**src/hdl/md5_pkg.sv**
```systemverilog
// Package for the MD5 message digest block.
// Holds the request and response types, the working-word type, the initial
// chaining values, the round constants and the per-round rotate amounts.
`timescale 1ns / 1ps

package md5_pkg;

    // One input request: a message byte, its valid flag and end of message.
    typedef struct packed {
        logic [7:0] data_byte;
        logic       byte_valid;
        logic       msg_last;
    } t_md5_in;

    // One result: half of the digest.
    typedef struct packed {
        logic [63:0] digest_half;
        logic        half_last;
    } t_md5_out;

    // The four 32-bit words A, B, C and D.
    typedef struct packed {
        logic [31:0] a;
        logic [31:0] b;
        logic [31:0] c;
        logic [31:0] d;
    } t_md5_words;

    localparam logic [31:0] MD5_INIT_A = 32'h6745_2301;
    localparam logic [31:0] MD5_INIT_B = 32'hEFCD_AB89;
    localparam logic [31:0] MD5_INIT_C = 32'h98BA_DCFE;
    localparam logic [31:0] MD5_INIT_D = 32'h1032_5476;

    localparam t_md5_words MD5_INIT_WORDS = '{
        a: MD5_INIT_A, b: MD5_INIT_B, c: MD5_INIT_C, d: MD5_INIT_D
    };

    localparam logic [7:0] MD5_PAD_MARK   = 8'h80;
    localparam logic [5:0] MD5_LEN_OFFSET = 6'd56;
    localparam logic [5:0] MD5_LAST_BYTE  = 6'd63;
    localparam logic [5:0] MD5_LAST_ROUND = 6'd63;
    localparam int         MD5_WORDS      = 16;

    // Rotate amounts, indexed by round group and the low two round bits.
    localparam logic [4:0] MD5_SHIFT [16] = '{
        5'd7, 5'd12, 5'd17, 5'd22,
        5'd5, 5'd9,  5'd14, 5'd20,
        5'd4, 5'd11, 5'd16, 5'd23,
        5'd6, 5'd10, 5'd15, 5'd21
    };

    // Additive constant of each round.
    function automatic logic [31:0] md5_k(input logic [5:0] round_idx);
        logic [31:0] k;
        case (round_idx)
            6'd0:  k = 32'hD76AA478;
            6'd1:  k = 32'hE8C7B756;
            6'd2:  k = 32'h242070DB;
            6'd3:  k = 32'hC1BDCEEE;
            6'd4:  k = 32'hF57C0FAF;
            6'd5:  k = 32'h4787C62A;
            6'd6:  k = 32'hA8304613;
            6'd7:  k = 32'hFD469501;
            6'd8:  k = 32'h698098D8;
            6'd9:  k = 32'h8B44F7AF;
            6'd10: k = 32'hFFFF5BB1;
            6'd11: k = 32'h895CD7BE;
            6'd12: k = 32'h6B901122;
            6'd13: k = 32'hFD987193;
            6'd14: k = 32'hA679438E;
            6'd15: k = 32'h49B40821;
            6'd16: k = 32'hF61E2562;
            6'd17: k = 32'hC040B340;
            6'd18: k = 32'h265E5A51;
            6'd19: k = 32'hE9B6C7AA;
            6'd20: k = 32'hD62F105D;
            6'd21: k = 32'h02441453;
            6'd22: k = 32'hD8A1E681;
            6'd23: k = 32'hE7D3FBC8;
            6'd24: k = 32'h21E1CDE6;
            6'd25: k = 32'hC33707D6;
            6'd26: k = 32'hF4D50D87;
            6'd27: k = 32'h455A14ED;
            6'd28: k = 32'hA9E3E905;
            6'd29: k = 32'hFCEFA3F8;
            6'd30: k = 32'h676F02D9;
            6'd31: k = 32'h8D2A4C8A;
            6'd32: k = 32'hFFFA3942;
            6'd33: k = 32'h8771F681;
            6'd34: k = 32'h6D9D6122;
            6'd35: k = 32'hFDE5380C;
            6'd36: k = 32'hA4BEEA44;
            6'd37: k = 32'h4BDECFA9;
            6'd38: k = 32'hF6BB4B60;
            6'd39: k = 32'hBEBFBC70;
            6'd40: k = 32'h289B7EC6;
            6'd41: k = 32'hEAA127FA;
            6'd42: k = 32'hD4EF3085;
            6'd43: k = 32'h04881D05;
            6'd44: k = 32'hD9D4D039;
            6'd45: k = 32'hE6DB99E5;
            6'd46: k = 32'h1FA27CF8;
            6'd47: k = 32'hC4AC5665;
            6'd48: k = 32'hF4292244;
            6'd49: k = 32'h432AFF97;
            6'd50: k = 32'hAB9423A7;
            6'd51: k = 32'hFC93A039;
            6'd52: k = 32'h655B59C3;
            6'd53: k = 32'h8F0CCC92;
            6'd54: k = 32'hFFEFF47D;
            6'd55: k = 32'h85845DD1;
            6'd56: k = 32'h6FA87E4F;
            6'd57: k = 32'hFE2CE6E0;
            6'd58: k = 32'hA3014314;
            6'd59: k = 32'h4E0811A1;
            6'd60: k = 32'hF7537E82;
            6'd61: k = 32'hBD3AF235;
            6'd62: k = 32'h2AD7D2BB;
            6'd63: k = 32'hEB86D391;
            default: k = 32'h0;
        endcase
        return k;
    endfunction

    // Message word index used by a round.
    function automatic logic [3:0] md5_g(input logic [5:0] round_idx);
        logic [3:0] j;
        logic [3:0] g;
        j = round_idx[3:0];
        case (round_idx[5:4])
            2'd0:    g = j;
            2'd1:    g = j * 4'd5 + 4'd1;
            2'd2:    g = j * 4'd3 + 4'd5;
            default: g = j * 4'd7;
        endcase
        return g;
    endfunction

endpackage

```
**src/hdl/md5_ram.sv**
```systemverilog
// Generic single-write, single-read RAM with a registered read port.
// Stand-alone: depends on nothing else in the project.
`timescale 1ns / 1ps

module md5_ram #(
    parameter int WIDTH = 32,
    parameter int DEPTH = 16,
    localparam int AddrW = (DEPTH > 1) ? $clog2(DEPTH) : 1
) (
    input  logic             i_clk,
    input  logic             i_we,
    input  logic [AddrW-1:0] i_waddr,
    input  logic [WIDTH-1:0] i_wdata,
    input  logic [AddrW-1:0] i_raddr,
    output logic [WIDTH-1:0] o_rdata
);

    logic [WIDTH-1:0] r_mem [DEPTH];
    logic [WIDTH-1:0] r_rdata;

    always_ff @(posedge i_clk) begin
        if (i_we) begin
            r_mem[i_waddr] <= i_wdata;
        end
        r_rdata <= r_mem[i_raddr];
    end

    assign o_rdata = r_rdata;

endmodule

```
**src/hdl/md5_round.sv**
```systemverilog
// MD5 round unit: one round of the compression function per use.
// Depends on md5_pkg for the word type, round constants and rotate amounts.
`timescale 1ns / 1ps

module md5_round (
    input  md5_pkg::t_md5_words i_work,
    input  logic [5:0]          i_round,
    input  logic [31:0]         i_w,
    output md5_pkg::t_md5_words o_work,
    output logic [3:0]          o_next_g
);

    import md5_pkg::*;

    logic [31:0] f;
    logic [31:0] sum;
    logic [4:0]  shamt;
    logic [63:0] rot_wide;
    logic [5:0]  next_round;

    always_comb begin
        case (i_round[5:4])
            2'd0:    f = (i_work.b & i_work.c) | (~i_work.b & i_work.d);
            2'd1:    f = (i_work.b & i_work.d) | (i_work.c & ~i_work.d);
            2'd2:    f = i_work.b ^ i_work.c ^ i_work.d;
            default: f = i_work.c ^ (i_work.b | ~i_work.d);
        endcase
    end

    assign sum      = i_work.a + f + md5_k(i_round) + i_w;
    assign shamt    = MD5_SHIFT[{i_round[5:4], i_round[1:0]}];
    // Rotate left: the upper half of the doubled word shifted left.
    assign rot_wide = {sum, sum} << shamt;

    assign o_work.a = i_work.d;
    assign o_work.b = i_work.b + rot_wide[63:32];
    assign o_work.c = i_work.b;
    assign o_work.d = i_work.c;

    assign next_round = i_round + 6'd1;
    assign o_next_g   = md5_g(next_round);

endmodule

```
**src/hdl/md5_message_digest.sv**
```systemverilog
// MD5 message digest, one message byte per request. A byte that does not complete a
// 64-byte block is only stored; one that completes it passes a prefetch state, the
// rounds on the single round unit and a chaining-word add. Bytes are taken at 1 byte
// per cycle while o_stall is low. A last request adds padding, one byte per
// cycle outside compressions and one or two compressions before the two digest halves.
// Reset (i_rst_n, synchronous, active low) restores the initial chaining words at once.
`timescale 1ns / 1ps

module md5_message_digest (
    input  logic              i_clk,
    input  logic              i_rst_n,
    input  logic              i_valid,
    output logic              o_stall,
    input  md5_pkg::t_md5_in  i_req,
    output logic              o_valid,
    input  logic              i_stall,
    output md5_pkg::t_md5_out o_rsp
);

    import md5_pkg::*;

    // Sequencer states, one-hot.
    typedef enum logic [8:0] {
        ST_IDLE     = 9'b0_0000_0001,
        ST_PAD_MARK = 9'b0_0000_0010,
        ST_PAD_ZERO = 9'b0_0000_0100,
        ST_PAD_LEN  = 9'b0_0000_1000,
        ST_PRIME    = 9'b0_0001_0000,
        ST_COMP     = 9'b0_0010_0000,
        ST_FIN      = 9'b0_0100_0000,
        ST_OUT0     = 9'b0_1000_0000,
        ST_OUT1     = 9'b1_0000_0000
    } t_state;

    localparam int WordAddrW = $clog2(MD5_WORDS);

    t_state     r_state, n_state;
    t_state     r_resume, n_resume;
    t_md5_words r_chain, n_chain;
    t_md5_words r_work, n_work;
    logic [63:0] r_count, n_count;
    logic [5:0]  r_fill, n_fill;
    logic [23:0] r_acc, n_acc;
    logic [5:0]  r_round, n_round;

    logic                 push_en;
    logic [7:0]           push_data;
    logic                 block_full;
    logic                 ram_we;
    logic [WordAddrW-1:0] ram_raddr;
    logic [31:0]          ram_rdata;
    t_md5_words           round_out;
    logic [3:0]           next_g;

    // Byte reversal: the digest is printed with the low byte of each word first.
    function automatic logic [31:0] byte_swap(input logic [31:0] v);
        return {v[7:0], v[15:8], v[23:16], v[31:24]};
    endfunction

    // The block buffer holds 16 little-endian 32-bit words. Bytes are gathered
    // in r_acc and the word is written when its fourth byte arrives, so the
    // round unit can read a whole message word per cycle.
    md5_ram #(
        .WIDTH(32),
        .DEPTH(MD5_WORDS)
    ) u_block (
        .i_clk   (i_clk),
        .i_we    (ram_we),
        .i_waddr (r_fill[5:2]),
        .i_wdata ({push_data, r_acc}),
        .i_raddr (ram_raddr),
        .o_rdata (ram_rdata)
    );

    // The single round unit, reused for all 64 rounds of a block.
    md5_round u_round (
        .i_work   (r_work),
        .i_round  (r_round),
        .i_w      (ram_rdata),
        .o_work   (round_out),
        .o_next_g (next_g)
    );

    assign o_stall = (r_state != ST_IDLE);
    assign o_valid = (r_state == ST_OUT0) || (r_state == ST_OUT1);

    // Both halves come straight from the chaining words, which hold still
    // while a result waits.
    always_comb begin
        if (r_state == ST_OUT1) begin
            o_rsp.digest_half = {byte_swap(r_chain.c), byte_swap(r_chain.d)};
            o_rsp.half_last   = 1'b1;
        end else begin
            o_rsp.digest_half = {byte_swap(r_chain.a), byte_swap(r_chain.b)};
            o_rsp.half_last   = 1'b0;
        end
    end

    assign ram_we     = push_en && (r_fill[1:0] == 2'b11);
    assign block_full = push_en && (r_fill == MD5_LAST_BYTE);
    // The read is issued in the cycle before the round that uses the word.
    assign ram_raddr  = (r_state == ST_PRIME) ? '0 : next_g;

    always_comb begin
        n_state   = r_state;
        n_resume  = r_resume;
        n_chain   = r_chain;
        n_work    = r_work;
        n_count   = r_count;
        n_round   = r_round;
        push_en   = 1'b0;
        push_data = 8'h00;

        case (r_state)
            ST_IDLE: begin
                // A byte is taken into the message before the end is handled.
                if (i_valid) begin
                    if (i_req.byte_valid) begin
                        push_en   = 1'b1;
                        push_data = i_req.data_byte;
                        n_count   = r_count + 64'd8;
                    end
                    if (block_full) begin
                        n_state  = ST_PRIME;
                        n_resume = i_req.msg_last ? ST_PAD_MARK : ST_IDLE;
                    end else if (i_req.msg_last) begin
                        n_state = ST_PAD_MARK;
                    end
                end
            end
            ST_PAD_MARK: begin
                push_en   = 1'b1;
                push_data = MD5_PAD_MARK;
                n_resume  = ST_PAD_ZERO;
                n_state   = block_full ? ST_PRIME : ST_PAD_ZERO;
            end
            ST_PAD_ZERO: begin
                if (r_fill == MD5_LEN_OFFSET) begin
                    n_state = ST_PAD_LEN;
                end else begin
                    push_en  = 1'b1;
                    n_resume = ST_PAD_ZERO;
                    if (block_full) begin
                        n_state = ST_PRIME;
                    end
                end
            end
            ST_PAD_LEN: begin
                // The bit count is shifted out low byte first; it is no longer
                // needed as a count once the message has ended.
                push_en   = 1'b1;
                push_data = r_count[7:0];
                n_count   = {8'h00, r_count[63:8]};
                if (block_full) begin
                    n_state  = ST_PRIME;
                    n_resume = ST_OUT0;
                end
            end
            ST_PRIME: begin
                n_work  = r_chain;
                n_round = '0;
                n_state = ST_COMP;
            end
            ST_COMP: begin
                n_work  = round_out;
                n_round = r_round + 6'd1;
                if (r_round == MD5_LAST_ROUND) begin
                    n_state = ST_FIN;
                end
            end
            ST_FIN: begin
                n_chain.a = r_chain.a + r_work.a;
                n_chain.b = r_chain.b + r_work.b;
                n_chain.c = r_chain.c + r_work.c;
                n_chain.d = r_chain.d + r_work.d;
                n_state   = r_resume;
            end
            ST_OUT0: begin
                if (!i_stall) begin
                    n_state = ST_OUT1;
                end
            end
            ST_OUT1: begin
                // After the second half the block starts a fresh message.
                if (!i_stall) begin
                    n_state = ST_IDLE;
                    n_chain = MD5_INIT_WORDS;
                    n_count = '0;
                end
            end
            default: begin
                n_state = ST_IDLE;
            end
        endcase
    end

    // Byte gathering and fill index follow from the push request.
    always_comb begin
        n_acc  = r_acc;
        n_fill = r_fill;
        if (push_en) begin
            n_fill = r_fill + 6'd1;
            case (r_fill[1:0])
                2'd0:    n_acc[7:0]   = push_data;
                2'd1:    n_acc[15:8]  = push_data;
                2'd2:    n_acc[23:16] = push_data;
                default: n_acc        = r_acc;
            endcase
        end
    end

    always_ff @(posedge i_clk) begin
        if (!i_rst_n) begin
            r_state  <= ST_IDLE;
            r_resume <= ST_IDLE;
            r_chain  <= MD5_INIT_WORDS;
            r_count  <= '0;
            r_fill   <= '0;
            r_round  <= '0;
        end else begin
            r_state  <= n_state;
            r_resume <= n_resume;
            r_chain  <= n_chain;
            r_count  <= n_count;
            r_fill   <= n_fill;
            r_round  <= n_round;
        end
    end

    always_ff @(posedge i_clk) begin
        r_work <= n_work;
        r_acc  <= n_acc;
    end

endmodule
```
**config.mk**
```make
export PLATFORM = sky130hd
export DESIGN_NAME = md5_message_digest
export DESIGN_NICKNAME = d
export VERILOG_FILES = /design/src/hdl/md5_pkg.sv /design/src/hdl/md5_ram.sv /design/src/hdl/md5_round.sv /design/src/hdl/md5_message_digest.sv
export SDC_FILE = /design/constraint.sdc
export NUM_CORES = 2
export LEC_CHECK = 0
export BUFFER_PORTS_ARGS = -buffer_cell sky130_fd_sc_hd__buf_2
export CORE_ASPECT_RATIO = 0.5
export CORE_MARGIN = 4
export CORE_UTILIZATION = 59
export DETAILED_ROUTE_END_ITERATION = 10
export GPL_TIMING_DRIVEN = 0
export PLACE_DENSITY = 0.86
export SYNTH_ARGS = -nofsm -noshare
export SYNTH_HDL_FRONTEND = slang
export SYNTH_SLANG_ARGS = --single-unit
```
**constraint.sdc**
```tcl
create_clock -name i_clk -period 9 [get_ports i_clk]
set_input_delay 0.9 -clock i_clk [delete_from_list [all_inputs] [get_ports i_clk]]
set_output_delay 0.9 -clock i_clk [all_outputs]
set_load 0.005 [all_outputs]
```
==> impl_metrics.yaml <==
outcome:
  status: "finished, violations left"
  violations: "design-rule violations"
power_and_ir_drop:
  p_sw_mw: 2.10
  p_sw_frac: 0.238
  finalPower_mw: 8.86
  ir_drop_mv: 0.163
  power_density_nw_per_um2: 140
  leakage_nw: 23.8
  seqPwrFrac: 0.539
  comb_power_share: 0.035
  internal_power_mw: 6.75
  p_clk_frac: 0.426
min_path:
  min_path_type: "reg -> reg"
  whs_path_depth: 2
grt:
  grt_pass1_wl_um: 326000
  grt_remaining_overflow: 0
  antenna_found_initial: 11
  grt_usage: 0.425
  grt_pass1_vias: 50600
  grt_max_degree: 97
yosys:
  synth_edf_count: 664
  ys_types: 116
  synth.area.top_cells: "edfxtp_1 (35%), dfxtp_1 (9.8%), nand2_1 (7.7%)"
  ys_seq_elements: 945
  synth_common_cells: "nand2_1 (1169), edfxtp_1 (664), nor2_1 (626), a21oi_1 (423), o21ai_0 (333)"
  ys_async_sr_fraction: 0
  synth_warnings: 0
  netlist_instances: 6350
  synth_seq_area_share: 0.447
  avgSynthCellArea_um2: 9.00
  syn_area_um2: 57200
  ys_dominant_reg_cell: "edfxtp_1"
  yosysTopAreaCellShare: 0.349
  synth_top_area_cell: "edfxtp_1"
  yosysMostFrequentCell: "nand2_1"
  synth_nets: 6650
setup_path:
  worst-path-stages: 33
  slowest_delay_ns: 0.53
  worstRegToRegCells: 33
  worstSetupPathType: "reg -> reg"
  start_kind: "flip-flop"
  slowest_stage: "fa_1"
  crit_family: "compound AO/OA/AOI/OAI gates"
  path_buf_inv: 5
  crit_fanout: 19
  arrival_ns: 9.19
  crit_required_ns: 9.37
  end_kind: "flip-flop"
  r2r_slack_ns: 0.17
timing:
  finalCriticalPeriod_ns: 8.83
  fin_crit_sh: 0.981
  max_clock_freq_mhz: 113
  final-setup-viol-count: 0
  clock_skew_ns: 0.0679
  final_max_slew_viol_count: 0
  finalHoldViolCount: 0
  tightest_slew_ns: 1.47
  relSlewSlack: 0.0227
cells_and_area:
  area_delta_synth_final_pct: 10.4
  fillCellCount: 7528
  layout-drive-gt1-share: 0.0757
  final_util: 0.660
  fin_area_um2: 63100
  fin_nets: 6857
place:
  place_hpwl_um: 162000
  place_area_um2: 59800
  io_buffers: 80
  gp_congestion: 1.08
cts:
  cts_tree: "built"
  cts_root_buf: "clkbuf_16"
  ctsLongestPathBuffers: 3
  clock-sinks: 945
  htree_levels: 3
  numCtsBuffers: 84
  clkTransAtPathRegs_ns: 0.07
  clk_latency_ns: 0.73
route:
  drc: 1
  drt-initial-drc-count: 9508
  vias_per_cell: 6.95
  wl_um: 224000
  dr.pass1.iters: 11
  postRouteAntennaNets: 0
  post_drt_wl_per_cell_um: 28.4
  vias: 55000
die:
  die_w_um: 448
  rows: 80
  dieArea_um2: 102000
  die_height_um: 228
  ios: 81
  initial_core_util: 0.597
  core-area_um2: 95700
run:
  drv_cap: 0
## final cells by class
type / count / area [um2] / share of cell area
clock buffer: 123 / 2360 / 0.0374
inverter: 243 / 917 / 0.0145
sequential: 945 / 25600 / 0.405
tap: 1271 / 1590 / 0.0252
clock inverter: 34 / 425 / 0.00674
multi-input combinational: 4763 / 29500 / 0.468
timing repair buffer: 124 / 1050 / 0.0166
antenna: 8 / 20.0 / 0.000317
buffer: 396 / 1670 / 0.0264
## kinds of logic after synthesis
group | share of synthesized area
AOI/OAI and AO/OA | 0.205
adders and majority gates | 0.0717
buffers and inverters | 0.0441
xor gates and xnor gates | 0.0336
DFF | 0.447
muxes | 0.0191
and+or+nand+nor | 0.179
## repair_timing
action	CTS	global route
gates cloned	0	0
pin swaps	7	12
gates resized for setup	76	32
hold buffers	0	0
setup buffers	5	8
setup endpoints to repair	28	8
## metal layers
metal	routed length, um	share of wire	global-route usage
met5	117	0.00052	0
met4	15800	0.070	0.233
met3	35100	0.16	0.140
met2	91500	0.41	0.609
met1	81900	0.36	0.568
## power groups by stage
stage / combinational, mW / sequential, mW / clock [mW]
final: 0.306 / 4.78 / 3.77
after CTS: 0.289 / 4.77 / 3.74
after detailed placement: 0.287 / 4.87 / 0
after global routing: 0.319 / 4.78 / 3.93
after floorplan: 0.174 / 4.84 / 0
after global placement: 0.277 / 4.87 / 0
## state kept, by name (all words and copies together), names as in the netlist, named ones only
| register | cells |
|---|---|
| r_acc | 24 |
| r_chain | 128 |
| r_count | 64 |
| r_fill | 6 |
| r_resume | 4 |
| r_round | 6 |
| r_state | 9 |
| r_work | 128 |
| u_block.o_rdata | 32 |
| u_block.r_mem | 512 |
## worst register-to-register path, delay by kind of cell, from the launching register on
family / cells / cell delay (ns)
buffers and inverters: 5 / 0.96
adder cells (fa/ha/maj): 4 / 1.53
XOR/XNOR: 1 / 0.17
AND/OR/NAND/NOR: 3 / 0.34
AO/OA/AOI/OAI: 19 / 4.97
flip-flops: 1 / 0.30
multiplexers: 1 / 0.23
## cells in the final DEF, fill, tap and decap left out, drive strengths merged, types with 43 or more instances in the layout
cell | synthesis | layout
a211oi | 201 | 201
o21ai | 355 | 355
o211ai | 50 | 50
and3 | 60 | 60
nand3 | 127 | 127
a21o | 76 | 76
edfxtp | 664 | 664
nor2 | 629 | 629
nand4 | 43 | 43
a22oi | 55 | 55
clkbuf | 305 | 423
a311oi | 75 | 75
inv | 242 | 246
fa | 68 | 68
a21oi | 426 | 426
ha | 218 | 218
xnor2 | 120 | 120
mux2i | 67 | 67
a31oi | 129 | 129
buf | 94 | 220
nor3 | 174 | 174
xor2 | 94 | 94
o22ai | 88 | 88
nand2 | 1170 | 1170
dfxtp | 281 | 281
## per-stage QoR
step           hold slack (ns)  instances  setup slack [ns]  TNS [ns]
3_3_place_gp             0.481       7701             -2.06    -25.19
3_5_place_dp             0.477       7731             -2.09    -26.17
6_report                 0.506       7907             0.174         0
2_1_floorplan            0.448       6350             0.948         0
4_1_cts                  0.495       7891           0.00251         0
5_1_grt                  0.528       7900           -0.0606    -0.109
## final timing paths
kind               startpoint          end
hold / removal    r_count[31]  r_count[31]
hold reg to reg   r_count[31]  r_count[31]
setup reg to reg   r_round[4]   r_work[94]
setup / recovery   r_round[4]   r_work[94]
No activity file was read; power rests on OpenSTA's default activity.
